`config.mk`:
```
export PLATFORM = sky130hd
export DESIGN_NAME = sbus_frame_receiver
export DESIGN_NICKNAME = d
export VERILOG_FILES = /design/src/sv/sbfr_pkg.sv /design/src/sv/sbus_frame_receiver.sv
export SDC_FILE = /design/constraint.sdc
export NUM_CORES = 1
export LEC_CHECK = 0
export ABC_AREA = 1
export ABC_CLOCK_PERIOD_IN_PS = 6100
export BUFFER_PORTS_ARGS = -buffer_cell sky130_fd_sc_hd__buf_2
export CAP_MARGIN = 0
export CORE_AREA = 2 2 262 264
export CTS_CLUSTER_SIZE = 28
export DETAILED_ROUTE_END_ITERATION = 7
export DIE_AREA = 0 0 264 266
export MAX_ROUTING_LAYER = met4
export PLACE_DENSITY = 0.56
export SLEW_MARGIN = 40
export SYNTH_ARGS = -nofsm -noshare
export SYNTH_HDL_FRONTEND = slang
export SYNTH_SLANG_ARGS = --single-unit
```
`constraint.sdc`:
```
create_clock -name clk -period 6.1 [get_ports clk]
set_input_delay 1.22 -clock clk [delete_from_list [all_inputs] [get_ports clk]]
set_output_delay 1.22 -clock clk [all_outputs]
set_load 0.01 [all_outputs]
```
`src/sv/sbfr_pkg.sv`:
```
// Package for the SBUS frame receiver: frame geometry, register map and
// scaling constants shared by the receiver logic. No dependencies.

package sbfr_pkg;

	localparam int FRAME_BYTES     = 25;
	localparam int ANALOG_CHANNELS = 16;
	localparam int POS_W           = $clog2(FRAME_BYTES);
	localparam int STORE_DEPTH     = 2 ** POS_W;
	localparam int CH_BITS         = 11;
	localparam int BITBUF_W        = CH_BITS + 7;
	localparam int CNT_W           = $clog2(BITBUF_W + 1);
	localparam int CH_W            = $clog2(ANALOG_CHANNELS);

	localparam logic [POS_W-1:0] FIRST_DATA_BYTE = POS_W'(1);
	localparam logic [POS_W-1:0] LAST_BYTE_POS   = POS_W'(FRAME_BYTES - 1);

	localparam int DIGITAL_HIGH_DEF = 2000;
	localparam int DIGITAL_LOW_DEF  = 1000;

	localparam logic [11:0] SCALE_OFFSET = 12'd880;

	localparam logic [4:0] CH_FLAG0 = 5'(ANALOG_CHANNELS);
	localparam logic [4:0] CH_FLAG1 = 5'(ANALOG_CHANNELS + 1);

	localparam logic RESULT_CHANNEL = 1'b0;
	localparam logic RESULT_ERROR   = 1'b1;

	localparam int ADDR_W = 4;
	localparam logic [1:0] REG_WINDOW = 2'd0;
	localparam logic [1:0] REG_START  = 2'd1;
	localparam logic [1:0] REG_END    = 2'd2;

	localparam logic [15:0] WINDOW_RESET = 16'd3500;
	localparam logic [7:0]  START_RESET  = 8'h0F;
	localparam logic [7:0]  END_RESET    = 8'h00;

endpackage

```
`src/sv/sbus_frame_receiver.sv`:
```
// SBUS frame receiver top level: byte intake, frame store, channel unpacking
// and result output register. Depends on sbfr_pkg.

// Bytes are taken one per cycle while no frame is being decoded or rejected;
// a byte that does not complete a frame does not stall input. The 25 bytes
// of a frame are kept in a 32 x 8 synchronous store. When a good frame
// completes, input is stalled while the store is read back through its single
// read port: each of the 22 analogue data bytes is read and then loaded, each
// of the 18 channel items is output and the flag byte is read, and any output
// stall lengthens the read-back. A frame with a bad end byte yields one error
// item; input stays stalled until the output register takes it. The frame
// counts are captured with each item, so a waiting item keeps its values while
// later bytes are taken. The store needs no clearing pass after reset.
module sbus_frame_receiver
	import sbfr_pkg::*;
#(
	parameter int DIGITAL_HIGH = DIGITAL_HIGH_DEF,
	parameter int DIGITAL_LOW  = DIGITAL_LOW_DEF
) (
	input  logic              clk,
	input  logic              arst_n,
	input  logic              psel,
	input  logic              penable,
	input  logic              pwrite,
	input  logic [ADDR_W-1:0] paddr,
	input  logic [31:0]       pwdata,
	output logic [31:0]       prdata,
	output logic              pready,
	input  logic              in_valid,
	output logic              in_stall,
	input  logic [7:0]        rx_byte,
	input  logic [31:0]       arrival_time_us,
	output logic              out_valid,
	input  logic              out_stall,
	output logic              result_kind,
	output logic [4:0]        channel_index,
	output logic [11:0]       channel_value,
	output logic [31:0]       dropped_frames,
	output logic [31:0]       error_frames,
	output logic              last
);

	typedef enum logic [7:0] {
		ST_IDLE    = 8'b0000_0001,
		ST_FETCH   = 8'b0000_0010,
		ST_LOAD    = 8'b0000_0100,
		ST_EMIT    = 8'b0000_1000,
		ST_FLAG_RD = 8'b0001_0000,
		ST_FLAG0   = 8'b0010_0000,
		ST_FLAG1   = 8'b0100_0000,
		ST_ERR     = 8'b1000_0000
	} state_t;

	localparam logic [11:0] VAL_HIGH = 12'(DIGITAL_HIGH);
	localparam logic [11:0] VAL_LOW  = 12'(DIGITAL_LOW);

	state_t               state_q;
	logic [15:0]          window_q;
	logic [7:0]           start_byte_q;
	logic [7:0]           end_byte_q;
	logic [POS_W-1:0]     pos_q;
	logic [31:0]          start_time_q;
	logic [31:0]          dropped_q;
	logic [31:0]          error_q;
	logic [POS_W-1:0]     rd_addr_q;
	logic [BITBUF_W-1:0]  bitbuf_q;
	logic [CNT_W-1:0]     cnt_q;
	logic [CH_W-1:0]      ch_q;

	logic [7:0]           mem [STORE_DEPTH];
	logic [7:0]           rdata_s1;
	logic                 mem_we;
	logic                 mem_re;

	logic                 out_valid_q;
	logic                 kind_q;
	logic [4:0]           index_q;
	logic [11:0]          value_q;
	logic                 last_q;
	logic [31:0]          drop_out_q;
	logic [31:0]          err_out_q;

	logic                 cfg_wr;
	logic                 in_acc;
	logic                 out_free;
	logic                 out_load;
	logic [31:0]          elapsed;
	logic                 timeout;
	logic [POS_W-1:0]     pos_eff;
	logic                 take;
	logic [CNT_W-1:0]     cnt_after_emit;
	logic [CNT_W-1:0]     cnt_after_load;
	logic [13:0]          v_times5;
	logic [11:0]          analog_value;

	assign pready   = 1'b1;
	assign cfg_wr   = psel && penable && pwrite && pready;
	assign in_stall = (state_q != ST_IDLE);
	assign in_acc   = in_valid && !in_stall;
	assign out_free = !out_valid_q || !out_stall;
	assign out_load = out_free && ((state_q == ST_EMIT) || (state_q == ST_FLAG0) ||
		(state_q == ST_FLAG1) || (state_q == ST_ERR));

	assign elapsed = arrival_time_us - start_time_q;
	assign timeout = elapsed > {16'd0, window_q};
	assign pos_eff = (timeout || pos_q > LAST_BYTE_POS) ? '0 : pos_q;
	assign take    = (pos_eff != '0) || (rx_byte == start_byte_q);

	assign mem_we = in_acc && take;
	assign mem_re = (state_q == ST_FETCH) || (state_q == ST_FLAG_RD);

	assign cnt_after_emit = cnt_q - CNT_W'(CH_BITS);
	assign cnt_after_load = cnt_q + CNT_W'(8);
	assign v_times5       = {3'd0, bitbuf_q[CH_BITS-1:0]} +
		{1'b0, bitbuf_q[CH_BITS-1:0], 2'b00};
	assign analog_value   = 12'(v_times5 >> 3) + SCALE_OFFSET;

	always_comb begin
		unique case (paddr[3:2])
			REG_WINDOW: prdata = {16'd0, window_q};
			REG_START:  prdata = {24'd0, start_byte_q};
			REG_END:    prdata = {24'd0, end_byte_q};
			default:    prdata = '0;
		endcase
	end

	always_ff @(posedge clk or negedge arst_n) begin
		if (!arst_n) begin
			window_q     <= WINDOW_RESET;
			start_byte_q <= START_RESET;
			end_byte_q   <= END_RESET;
		end else if (cfg_wr) begin
			unique case (paddr[3:2])
				REG_WINDOW: window_q     <= pwdata[15:0];
				REG_START:  start_byte_q <= pwdata[7:0];
				REG_END:    end_byte_q   <= pwdata[7:0];
				default:    ;
			endcase
		end
	end

	always_ff @(posedge clk) begin
		if (mem_we) begin
			mem[pos_eff] <= rx_byte;
		end
		if (mem_re) begin
			rdata_s1 <= mem[rd_addr_q];
		end
	end

	always_ff @(posedge clk or negedge arst_n) begin
		if (!arst_n) begin
			state_q      <= ST_IDLE;
			pos_q        <= '0;
			start_time_q <= '0;
			dropped_q    <= '0;
			error_q      <= '0;
			rd_addr_q    <= '0;
			bitbuf_q     <= '0;
			cnt_q        <= '0;
			ch_q         <= '0;
			out_valid_q  <= 1'b0;
			kind_q       <= RESULT_CHANNEL;
			index_q      <= '0;
			value_q      <= '0;
			last_q       <= 1'b0;
			drop_out_q   <= '0;
			err_out_q    <= '0;
		end else begin
			out_valid_q <= out_load || (out_valid_q && out_stall);
			if (out_load) begin
				drop_out_q <= dropped_q;
				err_out_q  <= error_q;
			end
			unique case (state_q)
				ST_IDLE: begin
					if (in_acc) begin
						if (timeout) begin
							dropped_q <= dropped_q + 32'd1;
						end
						if (!take) begin
							pos_q <= '0;
						end else if (pos_eff == LAST_BYTE_POS) begin
							pos_q <= '0;
							if (rx_byte != end_byte_q) begin
								error_q <= error_q + 32'd1;
								state_q <= ST_ERR;
							end else begin
								rd_addr_q <= FIRST_DATA_BYTE;
								bitbuf_q  <= '0;
								cnt_q     <= '0;
								ch_q      <= '0;
								state_q   <= ST_FETCH;
							end
						end else begin
							if (pos_eff == '0) begin
								start_time_q <= arrival_time_us;
							end
							pos_q <= pos_eff + POS_W'(1);
						end
					end
				end
				ST_FETCH: begin
					state_q <= ST_LOAD;
				end
				ST_LOAD: begin
					bitbuf_q  <= bitbuf_q | (BITBUF_W'(rdata_s1) << cnt_q);
					cnt_q     <= cnt_after_load;
					rd_addr_q <= rd_addr_q + POS_W'(1);
					state_q   <= (cnt_after_load >= CNT_W'(CH_BITS)) ? ST_EMIT : ST_FETCH;
				end
				ST_EMIT: begin
					if (out_free) begin
						kind_q      <= RESULT_CHANNEL;
						index_q     <= 5'(ch_q);
						value_q     <= analog_value;
						last_q      <= 1'b0;
						bitbuf_q    <= bitbuf_q >> CH_BITS;
						cnt_q       <= cnt_after_emit;
						ch_q        <= ch_q + CH_W'(1);
						priority if (ch_q == CH_W'(ANALOG_CHANNELS - 1)) begin
							state_q <= ST_FLAG_RD;
						end else if (cnt_after_emit >= CNT_W'(CH_BITS)) begin
							state_q <= ST_EMIT;
						end else begin
							state_q <= ST_FETCH;
						end
					end
				end
				ST_FLAG_RD: begin
					state_q <= ST_FLAG0;
				end
				ST_FLAG0: begin
					if (out_free) begin
						kind_q      <= RESULT_CHANNEL;
						index_q     <= CH_FLAG0;
						value_q     <= rdata_s1[0] ? VAL_HIGH : VAL_LOW;
						last_q      <= 1'b0;
						state_q     <= ST_FLAG1;
					end
				end
				ST_FLAG1: begin
					if (out_free) begin
						kind_q      <= RESULT_CHANNEL;
						index_q     <= CH_FLAG1;
						value_q     <= rdata_s1[1] ? VAL_HIGH : VAL_LOW;
						last_q      <= 1'b1;
						state_q     <= ST_IDLE;
					end
				end
				ST_ERR: begin
					if (out_free) begin
						kind_q      <= RESULT_ERROR;
						index_q     <= '0;
						value_q     <= '0;
						last_q      <= 1'b1;
						state_q     <= ST_IDLE;
					end
				end
				default: begin
					state_q <= ST_IDLE;
				end
			endcase
		end
	end

	assign out_valid      = out_valid_q;
	assign result_kind    = kind_q;
	assign channel_index  = index_q;
	assign channel_value  = value_q;
	assign dropped_frames = drop_out_q;
	assign error_frames   = err_out_q;
	assign last           = last_q;

	a_no_rw_overlap: assert property (@(posedge clk) disable iff (!arst_n)
		!(mem_we && mem_re))
		else $error("frame store read and written in the same cycle");

	a_error_item_last: assert property (@(posedge clk) disable iff (!arst_n)
		(out_valid_q && kind_q == RESULT_ERROR) |-> (last_q && index_q == '0))
		else $error("error item is not a lone last item");

	a_bitbuf_bound: assert property (@(posedge clk) disable iff (!arst_n)
		cnt_q <= CNT_W'(BITBUF_W))
		else $error("bit buffer count overflow");

	a_pos_clear_busy: assert property (@(posedge clk) disable iff (!arst_n)
		(state_q != ST_IDLE) |-> (pos_q == '0))
		else $error("byte position not cleared while decoding");

endmodule

```
# --- Yosys cells after proc, flatten, opt, wreduce, memory -nomap -nowiden ---
# Memories as Yosys holds them, arrays and structs flattened. A register that Yosys moved wholly into a read port is not among the register bits.
# Index checks and enable logic that the tools add are counted.
word_totals:
  reg_bits: 257
  ramBits: 256
  inputBits: 83
  out_inout_bits: 118
  mem_count: 1
classes:
  addsub: 10
  order_cmp: 4
  eq_ne: 26
  n_shift: 1
  muxes: 56
  n_bitwise: 2
  reduce_logical: 43
memory_table:
  columns: ["memory", "words", "width", "rd", "rd_clocked_by_memory_dff", "wr", "line", "text"]
  rows:
  - ["mem", 32, 8, 1, 1, 1, "sbus_frame_receiver.sv:70", "logic [7:0] mem [STORE_DEPTH];"]
op_table:
  columns: ["operator", "n"]
  rows:
  - ["18-bit 2-to-1 mux", 5]
  - ["5-bit 2-to-1 mux", 17]
  - ["32-bit by 1-bit adder with 32-bit output (second input constant)", 2]
  - ["8-bit 2-to-1 mux", 7]
  - ["8-bit one-hot mux with 7 select lines", 1]
  - ["18-bit one-hot mux with 3 select lines", 1]
  - ["12-bit 2-to-1 mux", 4]
  - ["12-bit one-hot mux with 4 select lines", 1]
  - ["16-bit one-hot mux with 3 select lines", 1]
  - ["32-bit by 16-bit greater-than comparator with 1-bit output", 1]
  - ["32-bit subtractor", 1]
  - ["4-bit 2-to-1 mux", 7]
  - ["11-bit 2-to-1 mux", 2]
  - ["5-bit one-hot mux with 4 select lines", 1]
  - ["5-bit AND reduction", 4]
  - ["18-bit OR", 1]
  - ["6-bit AND reduction", 3]
  - ["8-bit by 5-bit left shift with 18-bit output", 1]
  - ["2-bit != test (second input constant)", 8]
  - ["5-bit one-hot mux with 3 select lines", 1]
  - ["11-bit by 13-bit adder with 14-bit output", 1]
  - ["11-bit by 10-bit adder with 12-bit output (second input constant)", 1]
  - ["5-bit by 1-bit adder with 5-bit output (second input constant)", 2]
  - ["5-bit by 4-bit >= comparator with 1-bit output (second input constant)", 2]
  - ["38 further kinds", 67]

# --- Logic depth before layout (Yosys ltp) ---
depth:
  depth_word: 9
  mapped_depth: 34
  ltp_nobuf: 33

# --- Worst setup path before layout ---
# Ideal clock, no wire load.
synth_timing:
  path_kind: "input port to flip-flop"
  from: "input port arrival_time_us[0]"
  to: "memory mem[11][0], enable pin"
  setup_ns: 0.370
  t_arrival_ns: 4.909
  t_required_ns: 5.730
  slack_ns: 0.820
  path_stages: 29
  cell_sequence: "inv_1 > ha_1 > fa_1 > inv_1 > nand2_1 > nand2_1 > nand3_1 > nand2_1 > nand2_1 > nand2_1 > xor2_1 > ha_1 > nand2_1 > nor2_1 > nand2_1 > nor2_1 > inv_1 > nand2_1 > nand3_1 > nor2_1 > nand2_1 > nor2_4 > nand3_1 > nor2_1 > inv_1 > ha_1 > nand4_1 > nand3_1 > nor2_1"
synth_between:
  elab_chain_len: 9
synth_lines:
  columns: ["item", "line", "text"]
  rows:
  - ["start, declared", "sbus_frame_receiver.sv:32", "input logic [31:0] arrival_time_us,"]
  - ["32-bit subtractor (*)", "sbus_frame_receiver.sv:104", "assign elapsed = arrival_time_us - start_time_q;"]
  - ["32-bit by 16-bit greater-than comparator with 1-bit output (*)", "sbus_frame_receiver.sv:105", "assign timeout = elapsed > {16'd0, window_q};"]
  - ["1-bit logical OR (*)", "sbus_frame_receiver.sv:106", "assign pos_eff = (timeout || pos_q > LAST_BYTE_POS) ? '0 : pos_q;"]
  - ["5-bit 2-to-1 mux (*)", "sbus_frame_receiver.sv:106", null]
  - ["5-bit nonzero test", "sbus_frame_receiver.sv:107", "assign take = (pos_eff != '0) || (rx_byte == start_byte_q);"]
  - ["1-bit logical OR", "sbus_frame_receiver.sv:107", null]
  - ["1-bit logical AND", "sbus_frame_receiver.sv:109", "assign mem_we = in_acc && take;"]
  - ["1-bit 2-to-1 mux", "sbus_frame_receiver.sv:143", "if (mem_we) begin"]
  - ["1-bit 2-to-1 mux (not written as such)", "sbus_frame_receiver.sv:144", "mem[pos_eff] <= rx_byte;"]
  - ["end, declared", "sbus_frame_receiver.sv:70", null]
# Mark *: on every way between the ends. The rest lies on a longest branch, timed or not.

# --- Final worst setup path ---
layout_timing:
  from: "input port arrival_time_us[0]"
  to: "memory mem[17][1], enable pin"
# The elaborated chain is that of the path after synthesis.

==> results.yml <==
logic_synthesis:
  post-synth-top-area-cell: "edfxtp_1"
  synth_edf_count: 264
  synthTopCellsByCount: "nand2_1 (830), nor2_1 (350), inv_1 (332)"
  synth_top_area_frac: 0.2959
  yosysMostFrequentCell: "nand2_1"
  synth_area_leaders: "edfxtp_1 (30%), dfrtp_1 (23%), nand2_1 (12%), o21ai_0 (4.9%), nor2_1 (4.9%)"
  synthArstFlopShare: 0.4933
  synthCells: 3095
  postSynthAreaPerCell_um2: 8.657
  netlist-cell-type-count: 56
  synth_area_mm2: 0.02679
  synth_warnings: 0
  synth_ff_type: "edfxtp_1"
  synth_seq_cells: 521
  ys_seq_area_frac: 0.5364
sta:
  skew_ns: 0.03299
  max_freq_mhz: 197.3
  period_minus_slack_ns: 5.068
  worst_slew_pin_slew_ns: 0.7856
  tns_ns: 0
  finalWorstSetupSlack_ns: 1.032
  finalMaxSlewViolations: 0
  maxSlewHeadroom: 0.4762
  rsz0062_at_grt: "false"
  timing_hold_violations_final: 0
  setup_viol: 0
  fin_crit_sh: 0.8308
placement:
  dp_hpwl_um: 47020
  place_congestion: 0.9149
  numPortBuffers: 165
  post-place-ws_ns: 0.3794
worst_setup_path:
  crit_path_max_incr_delay_ns: 0.44
  reg2reg_from: "start_time_q[0]"
  crit_path_frequent_cell: "nand2_1"
  cp-end-kind: "flop"
  crit_type: "in -> reg"
  cp_max_fo: 8
  rr_worst_depth: 27
  regToRegEndpoint: "mem[17][1]"
  cp-start-kind: "input pin"
  worstPathArrival_ns: 5.39
  crit_start: "arrival_time_us[0]"
  r2r_setup_slack_ns: 1.38
  critical_path_required_ns: 6.42
  cpMaxStageDelayCell: "fa_1"
  endpoint: "mem[17][1]"
route:
  routed_wl_um: 68240
  avgRoutedWirePerCell_um: 16.10
  firstDrtPassIters: 7
  drc: 0
  drt_iter0_drc: 1520
  ant_nets: 0
  via_per_inst: 4.957
  vias: 21014
floorplan:
  start_util: 0.3955
  die_y_um: 266
  die_x_um: 264
  rows: 96
  core_mm2: 0.06775
  die-area_mm2: 0.07022
  ios: 201
cts:
  post-cts-setup-buffers: 0
  numCtsBuffers: 59
  cts_root_buf: "clkbuf_16"
  cts_tree: "yes"
  path_clk_slew_ns: 0.06
  cts_resized: 0
  cts_buffer_depth: 3
  worstSkewPairLatency_ns: 0.63
  clock-sinks: 521
  cts_hold_buffers: 0
  h-tree-depth: 2
hold_path:
  hold_class: "in -> async"
global_routing:
  antenna_found_initial: 6
  grt_usage: 0.1987
  grt_pass1_vias: 19946
  grt_pass1_wl_um: 108400
  grt_max_degree: 117
  gr-total-overflow: 0
finish:
  multi_input_comb_area_mm2: 0.01071
  nets: 3454
  drive_gt1_frac: 0.1092
  areaGrowthSynthToFinish_pct: 15.44
  final.fill_count: 6761
  regArea_mm2: 0.01438
power:
  power_density_mw_per_mm2: 344.1
  ir_drop_mv: 0.2597
  leakage_nw: 13.97
job:
  drv_cap: 0
run_status:
  status: "finished clean"
[worst min-delay path by stage]
stage | from | endpoint | slack (ns) | cells after the start
finish | arst_n | bitbuf_q[4] | 0.46 | 1
global route | arst_n | bitbuf_q[4] | 0.46 | 1
CTS | arst_n | bitbuf_q[4] | 0.43 | 1
detailed placement | error_frames[18] | error_frames[18] | 0.45 | 2
global placement | error_frames[18] | error_frames[18] | 0.45 | 2
floorplan | error_q[31] | error_q[31] | 0.44 | 2
[logic make-up (layout without fill, tap and decap cells)]
logic type,after synthesis,count (layout),synth area share
other,2,54,0.0002803
AOI/OAI and AO/OA,485,485,0.1029
and+or+nand+nor,1433,1433,0.2208
buffers and inverters,476,686,0.07121
DFF,521,521,0.5364
adders and majority gates,69,69,0.03278
xor gates and xnor gates,109,109,0.03563
[layout by cell type (no fill, tap or decap), types with 48 or more instances in the layout]
master	count
ha_1	67
o21ai_0	265
dfrtp_1	243
nand2_1	829
nand4_1	73
edfxtp_1	264
buf_2	164
clkbuf_16	59
nand3_1	90
o22ai_1	48
conb_1	49
buf_4	51
inv_1	331
xor2_1	91
nor2_1	347
[worst max-delay path: cells and delay by family]
kind	cells	cell delay [ns]
AO/OA/AOI/OAI	2	0.25
adder cells (fa/ha/maj)	4	1.20
XOR/XNOR	1	0.23
buffers and inverters	6	0.75
AND/OR/NAND/NOR	16	1.74
[layout make-up]
| type | instances | area share |
|---|---|---|
| sequential | 521 | 0.4648 |
| multi-input combinational | 2145 | 0.3462 |
| antenna | 5 | 0.0004045 |
| timing repair buffer | 224 | 0.04449 |
| inverter | 351 | 0.04267 |
| tap | 882 | 0.03568 |
| clock inverter | 37 | 0.01452 |
| clock buffer | 74 | 0.05117 |
[flip-flops by register name, summed over array words and instances (netlist names), 8 cells and up]
| name | count |
|---|---|
| bitbuf_q | 18 |
| channel_value | 12 |
| dropped_frames | 32 |
| dropped_q | 32 |
| end_byte_q | 8 |
| error_frames | 32 |
| error_q | 32 |
| mem | 256 |
| rdata_s1 | 8 |
| start_byte_q | 8 |
| start_time_q | 32 |
| state_q | 8 |
| window_q | 16 |
[power breakdown]
group | switching [mW] | internal [mW]
logic | 1.82 | 0.815
clock network | 1.48 | 2.22
registers | 0.289 | 4.02
[routing by layer]
metal / track usage / vias up / wire, um / share of wire
li1: - / 10641 / - / -
met1: 0.2610 / 9861 / 31300 / 0.46
met2: 0.3240 / 423 / 32290 / 0.47
met3: 0.03373 / 89 / 3403 / 0.050
met4: 0.04300 / 0 / 1250 / 0.018
met5: - / - / 0 / 0
[through the flow]
| step | area, um^2 | std cells | utilization | hold slack, ns | power (mW) |
|---|---|---|---|---|---|
| floorplan | 26970 | 3142 | - | 0.4419 | 6.128 |
| global placement | 28820 | 4121 | 0.4254 | 0.4504 | 7.001 |
| detailed placement | 28880 | 4123 | 0.4264 | 0.4545 | 7.021 |
| CTS | 30920 | 4234 | 0.4564 | 0.4306 | 10.76 |
| global route | 30930 | 4239 | 0.4566 | 0.4563 | 11.27 |
| finish | 30930 | 4239 | 0.4566 | 0.4585 | 10.65 |
Power figures use the tool's default switching activity.
